`src/mfr_pkg.sv`:
```
// Shared constants, register map and CRC-16 byte step for the Modbus frame receiver.
package mfr_pkg;

  localparam int MAX_PARAMS_DEF = 32;
  localparam int PC_W           = 6;   // width of the parameter count field

  // status codes
  localparam logic [1:0] STAT_OK    = 2'd0;
  localparam logic [1:0] STAT_ADDR  = 2'd1;
  localparam logic [1:0] STAT_CRC   = 2'd2;
  localparam logic [1:0] STAT_SHORT = 2'd3;

  // configuration register indexes (byte address / 4)
  localparam logic [1:0] REG_DEV_ADDR  = 2'd0;
  localparam logic [1:0] REG_TEST_CODE = 2'd1;
  localparam logic [1:0] REG_SET_CMD   = 2'd2;

  // reset values
  localparam logic [7:0] DEV_ADDR_RST  = 8'd1;
  localparam logic [7:0] TEST_CODE_RST = 8'd3;
  localparam logic [7:0] SET_CMD_RST   = 8'd16;

  localparam logic [15:0] CRC_INIT     = 16'hFFFF;
  localparam logic [15:0] CRC_TAP_MASK = 16'hA001;

  // minimum frame lengths
  localparam logic [7:0] MIN_LEN_ANY  = 8'd4;
  localparam logic [7:0] MIN_LEN_TEST = 8'd5;
  localparam logic [7:0] MIN_LEN_SET  = 8'd8;

  localparam logic [7:0] POS_MAX = 8'hFF;

  // one byte through reflected CRC-16/MODBUS
  function automatic logic [15:0] crc16_byte(input logic [15:0] crc_in,
                                             input logic [7:0]  b);
    logic [15:0] c;
    c = crc_in ^ {8'h00, b};
    for (int k = 0; k < 8; k++) begin
      if (c[0]) c = (c >> 1) ^ CRC_TAP_MASK;
      else      c = c >> 1;
    end
    return c;
  endfunction

endpackage

```
`src/modbus_frame_receiver_core.sv`:
```
// Modbus RTU frame receiver: CRC check, header decode and parameter byte replay.
//
//  channel | direction | handshake              | payload
//  --------+-----------+------------------------+----------------------------------------
//  s_*     | in        | s_tvalid / s_tready    | s_tdata: rx_byte; s_tlast: frame_end
//  m_*     | out       | m_tvalid / m_tready    | m_tdata, m_tuser: is_param, m_tlast: last
//  apb     | in        | psel/penable/pwrite    | 3 byte registers at 0x0, 0x4, 0x8
//
// Bytes inside a frame are taken one per cycle. On the frame's final byte the
// input stalls: the EVAL state evaluates the header, the header result is shown,
// then each parameter byte is read from the parameter buffer memory (registered
// read, in a LOAD state) and shown. The input opens again the cycle after the last
// result is taken. Synchronous reset clears control state and the frame registers.
module modbus_frame_receiver_core
  import mfr_pkg::*;
#(
  parameter int MAX_PARAMS = MAX_PARAMS_DEF
) (
  input  logic        clk,
  input  logic        rst,
  // input stream
  input  logic        s_tvalid,
  output logic        s_tready,
  input  logic [7:0]  s_tdata,   // [7:0] rx_byte
  input  logic        s_tlast,   // frame_end
  // output stream
  output logic        m_tvalid,
  input  logic        m_tready,
  output logic [55:0] m_tdata,   // [1:0] status, [9:2] command, [25:10] mem_addr,
                                 // [41:26] memory_count, [47:42] param_count,
                                 // [55:48] param_byte
  output logic        m_tuser,   // is_param
  output logic        m_tlast,   // last
  // configuration
  input  logic        psel,
  input  logic        penable,
  input  logic        pwrite,
  input  logic [3:0]  paddr,
  input  logic [31:0] pwdata,
  output logic [31:0] prdata,
  output logic        pready
);

  localparam int         AW    = (MAX_PARAMS > 1) ? $clog2(MAX_PARAMS) : 1;
  localparam logic [7:0] MAX_B = 8'(MAX_PARAMS);

  localparam logic [2:0] S_RX   = 3'd0;
  localparam logic [2:0] S_EVAL = 3'd1;
  localparam logic [2:0] S_HDR  = 3'd2;
  localparam logic [2:0] S_LOAD = 3'd3;
  localparam logic [2:0] S_PRM  = 3'd4;

  logic [2:0] state, state_next;

  // configuration registers
  logic [7:0] dev_addr, test_code, set_cmd;
  logic       cfg_wr;

  // frame state
  logic [15:0] crc;
  logic [7:0]  pos;
  logic [7:0]  hdr0, hdr1, hdr2, hdr3, hdr4, hdr5;
  logic [15:0] last_two;

  // parameter buffer
  logic [7:0]    pbuf [MAX_PARAMS];
  logic [7:0]    rd_q;
  logic [AW-1:0] wr_addr;
  logic          wr_en;
  logic [7:0]    pos_off;
  logic [PC_W-1:0] idx;
  logic [PC_W-1:0] idx_inc;

  // output registers
  logic            out_valid;
  logic            out_isp;
  logic [1:0]      out_status;
  logic [7:0]      out_cmd;
  logic [15:0]     out_maddr;
  logic [15:0]     out_mcount;
  logic [PC_W-1:0] out_pc;
  logic [7:0]      out_pbyte;
  logic            out_last;

  logic in_acc, out_acc;

  // header evaluation
  logic        is_test, is_set;
  logic [7:0]  min_len;
  logic [15:0] want;
  logic [1:0]  status_c;
  logic [7:0]  room, cap1, cap2;
  logic [PC_W-1:0] pc_c;

  // ---------------- configuration port ----------------
  assign pready = 1'b1;
  assign cfg_wr = psel && penable && pwrite;

  always_ff @(posedge clk) begin
    if (rst) begin
      dev_addr  <= DEV_ADDR_RST;
      test_code <= TEST_CODE_RST;
      set_cmd   <= SET_CMD_RST;
    end else if (cfg_wr) begin
      unique case (paddr[3:2])
        REG_DEV_ADDR:  dev_addr  <= pwdata[7:0];
        REG_TEST_CODE: test_code <= pwdata[7:0];
        REG_SET_CMD:   set_cmd   <= pwdata[7:0];
        default: ;
      endcase
    end
  end

  always_comb begin
    unique case (paddr[3:2])
      REG_DEV_ADDR:  prdata = {24'h0, dev_addr};
      REG_TEST_CODE: prdata = {24'h0, test_code};
      REG_SET_CMD:   prdata = {24'h0, set_cmd};
      default:       prdata = 32'h0;
    endcase
  end

  // ---------------- handshakes ----------------
  assign s_tready = (state == S_RX);
  assign in_acc   = s_tvalid && s_tready;
  assign out_acc  = out_valid && m_tready;

  assign m_tvalid = out_valid;
  assign m_tuser  = out_isp;
  assign m_tlast  = out_last;
  assign m_tdata  = {out_pbyte, out_pc, out_mcount, out_maddr, out_cmd, out_status};

  // ---------------- parameter buffer memory ----------------
  assign pos_off = pos - 8'd3;
  assign wr_en   = in_acc && (pos >= 8'd3) && (pos_off < MAX_B);
  assign wr_addr = pos_off[AW-1:0];

  always_ff @(posedge clk) begin
    if (wr_en) pbuf[wr_addr] <= s_tdata;
    rd_q <= pbuf[idx[AW-1:0]];
  end

  // ---------------- header evaluation ----------------
  always_comb begin
    is_test = (hdr1 == test_code);
    is_set  = !is_test && (hdr1 == set_cmd);
    min_len = is_test ? MIN_LEN_TEST : (is_set ? MIN_LEN_SET : MIN_LEN_ANY);
    want    = {crc[7:0], crc[15:8]};
    if (pos < min_len)          status_c = STAT_SHORT;
    else if (hdr0 != dev_addr)  status_c = STAT_ADDR;
    else if (last_two != want)  status_c = STAT_CRC;
    else                        status_c = STAT_OK;
    room = pos - MIN_LEN_TEST;
    cap1 = (hdr2 > room) ? room : hdr2;
    cap2 = (cap1 > MAX_B) ? MAX_B : cap1;
    pc_c = (status_c == STAT_OK && is_test) ? cap2[PC_W-1:0] : '0;
  end

  assign idx_inc = idx + PC_W'(1);

  // ---------------- sequencer ----------------
  always_comb begin
    state_next = state;
    unique case (state)
      S_RX:   if (in_acc && s_tlast) state_next = S_EVAL;
      S_EVAL: state_next = S_HDR;
      S_HDR:  if (out_acc) state_next = out_last ? S_RX : S_LOAD;
      S_LOAD: state_next = S_PRM;
      S_PRM:  if (out_acc) state_next = out_last ? S_RX : S_LOAD;
      default: state_next = S_RX;
    endcase
  end

  always_ff @(posedge clk) begin
    if (rst) state <= S_RX;
    else     state <= state_next;
  end

  // frame registers: updated per byte, cleared once the header is evaluated
  always_ff @(posedge clk) begin
    if (rst || state == S_EVAL) begin
      crc      <= CRC_INIT;
      pos      <= '0;
      hdr0     <= '0;
      hdr1     <= '0;
      hdr2     <= '0;
      hdr3     <= '0;
      hdr4     <= '0;
      hdr5     <= '0;
      last_two <= '0;
    end else if (in_acc) begin
      // CRC lags two bytes so the check bytes stay out of it
      if (pos >= 8'd2) crc <= crc16_byte(crc, last_two[15:8]);
      last_two <= {last_two[7:0], s_tdata};
      case (pos)
        8'd0: hdr0 <= s_tdata;
        8'd1: hdr1 <= s_tdata;
        8'd2: hdr2 <= s_tdata;
        8'd3: hdr3 <= s_tdata;
        8'd4: hdr4 <= s_tdata;
        8'd5: hdr5 <= s_tdata;
        default: ;
      endcase
      if (pos != POS_MAX) pos <= pos + 8'd1;
    end
  end

  always_ff @(posedge clk) begin
    if (rst) begin
      out_valid <= 1'b0;
      idx       <= '0;
    end else begin
      unique case (state)
        S_EVAL: begin
          out_valid <= 1'b1;
          idx       <= '0;
        end
        S_LOAD: begin
          out_valid <= 1'b1;
          idx       <= idx_inc;
        end
        default: if (out_acc) out_valid <= 1'b0;
      endcase
    end
  end

  always_ff @(posedge clk) begin
    if (state == S_EVAL) begin
      out_isp    <= 1'b0;
      out_status <= status_c;
      out_cmd    <= hdr1;
      out_maddr  <= (status_c == STAT_OK && is_set) ? {hdr2, hdr3} : 16'h0;
      out_mcount <= (status_c == STAT_OK && is_set) ? {hdr4, hdr5} : 16'h0;
      out_pc     <= pc_c;
      out_pbyte  <= '0;
      out_last   <= (pc_c == '0);
    end else if (state == S_LOAD) begin
      // command and count carry over from the header result
      out_isp    <= 1'b1;
      out_status <= STAT_OK;
      out_maddr  <= 16'h0;
      out_mcount <= 16'h0;
      out_pbyte  <= rd_q;
      out_last   <= (idx_inc == out_pc);
    end
  end

`ifndef SYNTHESIS
  // no new byte is taken while a result is pending
  assert property (@(posedge clk) disable iff (rst) !(s_tready && m_tvalid))
    else $error("input accepted while a result is pending");

  // parameter results only follow a nonzero, capped count
  assert property (@(posedge clk) disable iff (rst)
    (m_tvalid && m_tuser) |-> (out_pc != '0 && 8'(out_pc) <= MAX_B))
    else $error("parameter result with bad count");

  // a failed frame ends with its header
  assert property (@(posedge clk) disable iff (rst)
    (m_tvalid && !m_tuser && out_status != STAT_OK) |-> m_tlast)
    else $error("failed frame header not marked last");

  // the input reopens right after the final result of a frame
  assert property (@(posedge clk) disable iff (rst)
    (m_tvalid && m_tready && m_tlast) |=> s_tready)
    else $error("input not reopened after frame results");
`endif

endmodule
```
`config.mk`:
```
export PLATFORM = sky130hd
export DESIGN_NAME = modbus_frame_receiver_core
export DESIGN_NICKNAME = d
export VERILOG_FILES = /design/src/mfr_pkg.sv /design/src/modbus_frame_receiver_core.sv
export SDC_FILE = /design/constraint.sdc
export NUM_CORES = 1
export LEC_CHECK = 0
export BUFFER_PORTS_ARGS = -buffer_cell sky130_fd_sc_hd__buf_2
export CELL_PAD_IN_SITES_DETAIL_PLACEMENT = 1
export CELL_PAD_IN_SITES_GLOBAL_PLACEMENT = 1
export CORE_AREA = 2 2 216 218
export DETAILED_ROUTE_END_ITERATION = 6
export DIE_AREA = 0 0 218 220
export HOLD_SLACK_MARGIN = 0.06
export MAX_ROUTING_LAYER = met4
export PLACE_DENSITY = 0.74
export SETUP_SLACK_MARGIN = 0.2
export SLEW_MARGIN = 0
export SYNTH_ARGS = -nofsm -noshare
export SYNTH_HDL_FRONTEND = slang
export SYNTH_SLANG_ARGS = --single-unit
```
`constraint.sdc`:
```
create_clock -name clk -period 6.1 [get_ports clk]
set_clock_uncertainty 0.05 [all_clocks]
set_input_delay 0.305 -clock clk [delete_from_list [all_inputs] [get_ports clk]]
set_output_delay 0.305 -clock clk [all_outputs]
set_load 0.02 [all_outputs]
```
==> impl_results.html <==
<table>
<tr><th>Metric</th><th>Value</th></tr>
<tr><th colspan="2">Power</th></tr>
<tr><td>Net switching power</td><td>1.473 mW</td></tr>
<tr><td>Part of the total power dissipated in sequential elements</td><td>50.4%</td></tr>
<tr><td>Post-layout total power</td><td>6.555 mW</td></tr>
<tr><td>Power per unit of standard cell area</td><td>311.0 nW/um^2</td></tr>
<tr><td>Share of total power in the clock network</td><td>43.8%</td></tr>
<tr><td>P_leak</td><td>7.174 nW</td></tr>
<tr><td>Largest vdd supply drop</td><td>194.9 uV</td></tr>
<tr><td>Logic pwr share</td><td>5.9%</td></tr>
<tr><td>Net Sw Frac</td><td>22.46%</td></tr>
<tr><td>Internal power component</td><td>5.083 mW</td></tr>
<tr><th colspan="2">Status</th></tr>
<tr><td>Status</td><td>complete, no violations</td></tr>
<tr><th colspan="2">Drt</th></tr>
<tr><td>Count of antenna-violating nets left after detailed routing</td><td>0</td></tr>
<tr><td>Iteration-0 DRC Markers</td><td>788</td></tr>
<tr><td>DRT Pass-1 Iters</td><td>5</td></tr>
<tr><td>Total wirelength of the detailed-routed design</td><td>47,180 um</td></tr>
<tr><td>Vias after detailed routing</td><td>11.16k</td></tr>
<tr><td>Post-detailed-route DRC marker count</td><td>0</td></tr>
<tr><td>Average via count per standard cell</td><td>5.392</td></tr>
<tr><td>Routed WL per cell</td><td>22.80 um</td></tr>
<tr><th colspan="2">Placed design</th></tr>
<tr><td>Cell Count Post-Placement</td><td>1,973</td></tr>
<tr><td>Detailed placement HPWL</td><td>29,800 um</td></tr>
<tr><td>Pre-CTS worst setup slack</td><td>2.321 ns</td></tr>
<tr><td>Global placement routability congestion</td><td>0.7731</td></tr>
<tr><td>Total of buffers placed on input and output ports</td><td>93</td></tr>
<tr><th colspan="2">Critical path</th></tr>
<tr><td>Largest stage delay on the critical path</td><td>0.86 ns</td></tr>
<tr><td>Register-to-register path setup slack</td><td>2.29 ns</td></tr>
<tr><td>Critical register-to-register path startpoint</td><td>state[1]</td></tr>
<tr><td>WS Path Type</td><td>flip-flop to flip-flop</td></tr>
<tr><td>Kind of launch point of the worst setup path</td><td>flip-flop</td></tr>
<tr><td>Crit-path leading delay family</td><td>simple AND/OR/NAND/NOR gates</td></tr>
<tr><td>Cell type with the highest occurrence count on the critical path</td><td>nand2_1</td></tr>
<tr><td>WP data required</td><td>6.25 ns</td></tr>
<tr><td>Critical Path AT</td><td>3.96 ns</td></tr>
<tr><td>Critical path, cell by cell</td><td>buf_4, nor3_1, nand2_1, a211oi_1, nand2_1, nor2_1</td></tr>
<tr><td>Buf/Inv on CP</td><td>1</td></tr>
<tr><td>Cell count of the worst reg-to-reg path</td><td>6</td></tr>
<tr><td>Reg-to-reg critical path endpoint</td><td>pbuf[16][0]</td></tr>
<tr><td>CP max stage cell</td><td>nor2_1</td></tr>
<tr><td>Endpoint class of the critical path</td><td>flip-flop</td></tr>
<tr><td>Maximum fanout encountered on the critical timing path</td><td>22</td></tr>
<tr><th colspan="2">Finish</th></tr>
<tr><td>Sequential standard cell area</td><td>11,950 sq um</td></tr>
<tr><td>Post-route insts no fill</td><td>2,069</td></tr>
<tr><td>Share of the core filled with cells</td><td>45.96%</td></tr>
<tr><td>Layout overhead on the synthesized area</td><td>13.74%</td></tr>
<tr><td>Fraction of layout instances using a drive strength above 1</td><td>19.22%</td></tr>
<tr><td>Net total in the final layout</td><td>1,494</td></tr>
<tr><td>Number of fill cells</td><td>4,665</td></tr>
<tr><td>Footprint of the multi-input gates</td><td>6123 sq um</td></tr>
<tr><td>Antenna diode instance count</td><td>0</td></tr>
<tr><th colspan="2">Clock network</th></tr>
<tr><td>Post-cts gate resize count</td><td>0</td></tr>
<tr><td>TritonCTS clock tree</td><td>built</td></tr>
<tr><td>Cts bufs inserted</td><td>47</td></tr>
<tr><td>Clock sinks</td><td>444</td></tr>
<tr><td>Number of H-tree branching levels</td><td>2</td></tr>
<tr><td>Number of buffers added for setup after CTS</td><td>0</td></tr>
<tr><td>Clk pin slew, worst setup/hold paths</td><td>0.06 ns</td></tr>
<tr><td>Clk root buf</td><td>clkbuf_16</td></tr>
<tr><td>Max Root-Sink Buffers</td><td>3</td></tr>
<tr><td>Clk Latency, worst-skew pair</td><td>0.58 ns</td></tr>
<tr><td>Count of hold-fix buffers inserted at cts</td><td>9</td></tr>
<tr><th colspan="2">STA</th></tr>
<tr><td>Number of max-slew violations in the final report</td><td>0</td></tr>
<tr><td>Number of endpoints failing setup at the final stage</td><td>0</td></tr>
<tr><td>RSZ-0062 raised after global routing</td><td>no</td></tr>
<tr><td>Slew margin rel.</td><td>23.80%</td></tr>
<tr><td>Worst setup slack after layout</td><td>2.289 ns</td></tr>
<tr><td>Peak clock frequency supported by timing</td><td>262.4 MHz</td></tr>
<tr><td>Min Tclk post-route</td><td>3.811 ns</td></tr>
<tr><td>Tightest Pin Transition</td><td>1.139 ns</td></tr>
<tr><td>Share of the clock period used by the worst path after layout</td><td>62.48%</td></tr>
<tr><td>Count of endpoints failing hold in the final timing report</td><td>0</td></tr>
<tr><td>Fin Setup TNS</td><td>0 ns</td></tr>
<tr><th colspan="2">Synthesis</th></tr>
<tr><td>Most instantiated cells after synthesis</td><td>edfxtp_1 (305), nand2_1 (182), dfxtp_1 (139)</td></tr>
<tr><td>Largest cells by area after synthesis</td><td>edfxtp_1 (49%), dfxtp_1 (15%), mux4_2 (9.7%)</td></tr>
<tr><td>Yosys warnings</td><td>0</td></tr>
<tr><td>Register area share after synthesis</td><td>64.43%</td></tr>
<tr><td>Number of enable flip-flop cells after synthesis</td><td>305</td></tr>
<tr><td>Register bit total from synthesis</td><td>444</td></tr>
<tr><td>Post-synthesis cell type count</td><td>58</td></tr>
<tr><td>Most frequent cell after synthesis</td><td>edfxtp_1</td></tr>
<tr><td>Mapped Cells</td><td>1,332</td></tr>
<tr><td>Fraction of registers with async set/reset</td><td>0%</td></tr>
<tr><td>Mean Syn Cell Area</td><td>13.91 sq um</td></tr>
<tr><td>Netlist area before placement</td><td>18,530 sq um</td></tr>
<tr><td>Top-area cell type share of the netlist area</td><td>49.42%</td></tr>
<tr><td>Main flop type after synthesis</td><td>edfxtp_1</td></tr>
<tr><td>Cell accounting for the most synthesized area</td><td>edfxtp_1</td></tr>
<tr><th colspan="2">Hold path</th></tr>
<tr><td>Beginning of the worst hold path</td><td>s_tlast</td></tr>
<tr><td>Worst min-delay path category</td><td>input pin to flip-flop</td></tr>
<tr><td>Number of cells on the worst hold path</td><td>5</td></tr>
<tr><td>WHS Endpoint</td><td>state[0]</td></tr>
<tr><th colspan="2">Global route</th></tr>
<tr><td>Total routing resource utilization after global routing</td><td>20.39%</td></tr>
<tr><td>Largest net degree at the start of global routing</td><td>57</td></tr>
<tr><td>Number of global-route vias before repair</td><td>11.72k</td></tr>
<tr><td>Global-route wire length before repair</td><td>71,580 um</td></tr>
<tr><td>Number of antenna violations at the first check in global routing</td><td>0</td></tr>
<tr><td>GRT Residual Overflow</td><td>0</td></tr>
<tr><th colspan="2">Floorplan</th></tr>
<tr><td>DIE AREA</td><td>47,960 sq um</td></tr>
<tr><td>Width of the chip</td><td>218 um</td></tr>
<tr><td>Area of the core region</td><td>45,860 sq um</td></tr>
<tr><td>Initial Utilization</td><td>40.41%</td></tr>
<tr><td>Count of pins on the block boundary</td><td>145</td></tr>
<tr><td>Floorplan row count</td><td>79</td></tr>
<tr><td>Chip Height</td><td>220 um</td></tr>
<tr><th colspan="2">Flow run</th></tr>
<tr><td>Number of max-cap violations</td><td>0</td></tr>
</table>
-- flip-flops by register name, indices dropped and copies added (netlist names), 16 cells and up --
name	flops
crc	16
out_mcount	16
pbuf	256
last_two	16
out_maddr	16
-- logic make-up (layout without fill, tap and decap cells) --
kind of cell             after synthesis  in the layout  synth area share, %
multiplexers                         141            141                13.09
buffers and inverters                108            215                3.079
other                                  2             25              0.04052
XOR/XNOR                              76             76                3.666
flip-flops                           444            444                64.43
AND/OR/NAND/NOR                      421            421                10.46
AO/OA/AOI/OAI                        122            122                4.010
adder cells (fa/ha/maj)               18             18                1.215
-- how the worst max path moves through the flow --
| stage | slack [ns] | endpoint | startpoint | cells after the start |
|---|---|---|---|---|
| 2_1_floorplan | 2.97 | m_tlast | pos[0] | 13 |
| 3_3_place_gp | 2.54 | pbuf[19][0] | pos[3] | 6 |
| 3_5_place_dp | 2.32 | pbuf[16][2] | state[1] | 6 |
| 4_1_cts | 2.34 | pbuf[0][6] | state[1] | 6 |
| 5_1_grt | 2.00 | out_pc[0] | pos[0] | 13 |
| 6_report | 2.29 | pbuf[16][0] | state[1] | 6 |
-- tightest hold or removal path, cell delays in order --
cell and delay, ns:
buf_2 0.08, nand2_1 0.05, nor2_1 0.08, a211oi_1 0.06, nor4_1 0.14
-- per-layer routing --
layer / up-vias / GRT usage (%) / wire length (um)
li1: 5039 / - / -
met1: 5806 / 25.76 / 20060
met2: 249 / 34.81 / 24480
met3: 63 / 2.954 / 1855
met4: 0 / 4.807 / 784
met5: - / - / 0
-- layout make-up --
| type | count | share of cell area (%) |
|---|---|---|
| Inverter | 14 | 0.2493 |
| Timing Repair Buffer | 114 | 3.063 |
| Clock inverter | 21 | 0.8488 |
| Sequential cell | 444 | 56.67 |
| Tap cell | 607 | 3.603 |
| Clock buffer | 66 | 6.512 |
| Multi-Input combinational cell | 803 | 29.05 |
-- power by group through the flow --
stage	logic, mW	registers (mW)	clock network [mW]
5_1_grt	0.419	3.31	3.03
3_5_place_dp	0.378	3.37	0
2_1_floorplan	0.247	3.37	0
3_3_place_gp	0.363	3.37	0
6_report	0.384	3.30	2.87
4_1_cts	0.386	3.30	2.92
-- placed cells by master, fill, tap and decap left out, types with 25 or more instances in the layout --
cell type	instances
a21oi_1	70
and2_1	37
buf_2	93
clkbuf_16	51
conb_1	25
dfxtp_1	137
edfxtp_1	305
mux2i_1	50
mux4_2	80
nand2_1	182
nand3_1	30
nor2_1	95
xnor2_1	57
-- per-stage QoR --
step,hold slack [ns],cell area (sq um)
2_1_floorplan,0.3539,18620
3_3_place_gp,0.3745,19440
3_5_place_dp,0.3794,19440
4_1_cts,0.1453,21080
5_1_grt,0.1967,21080
6_report,0.1561,21080
No activity file was read; power rests on OpenSTA's default activity.
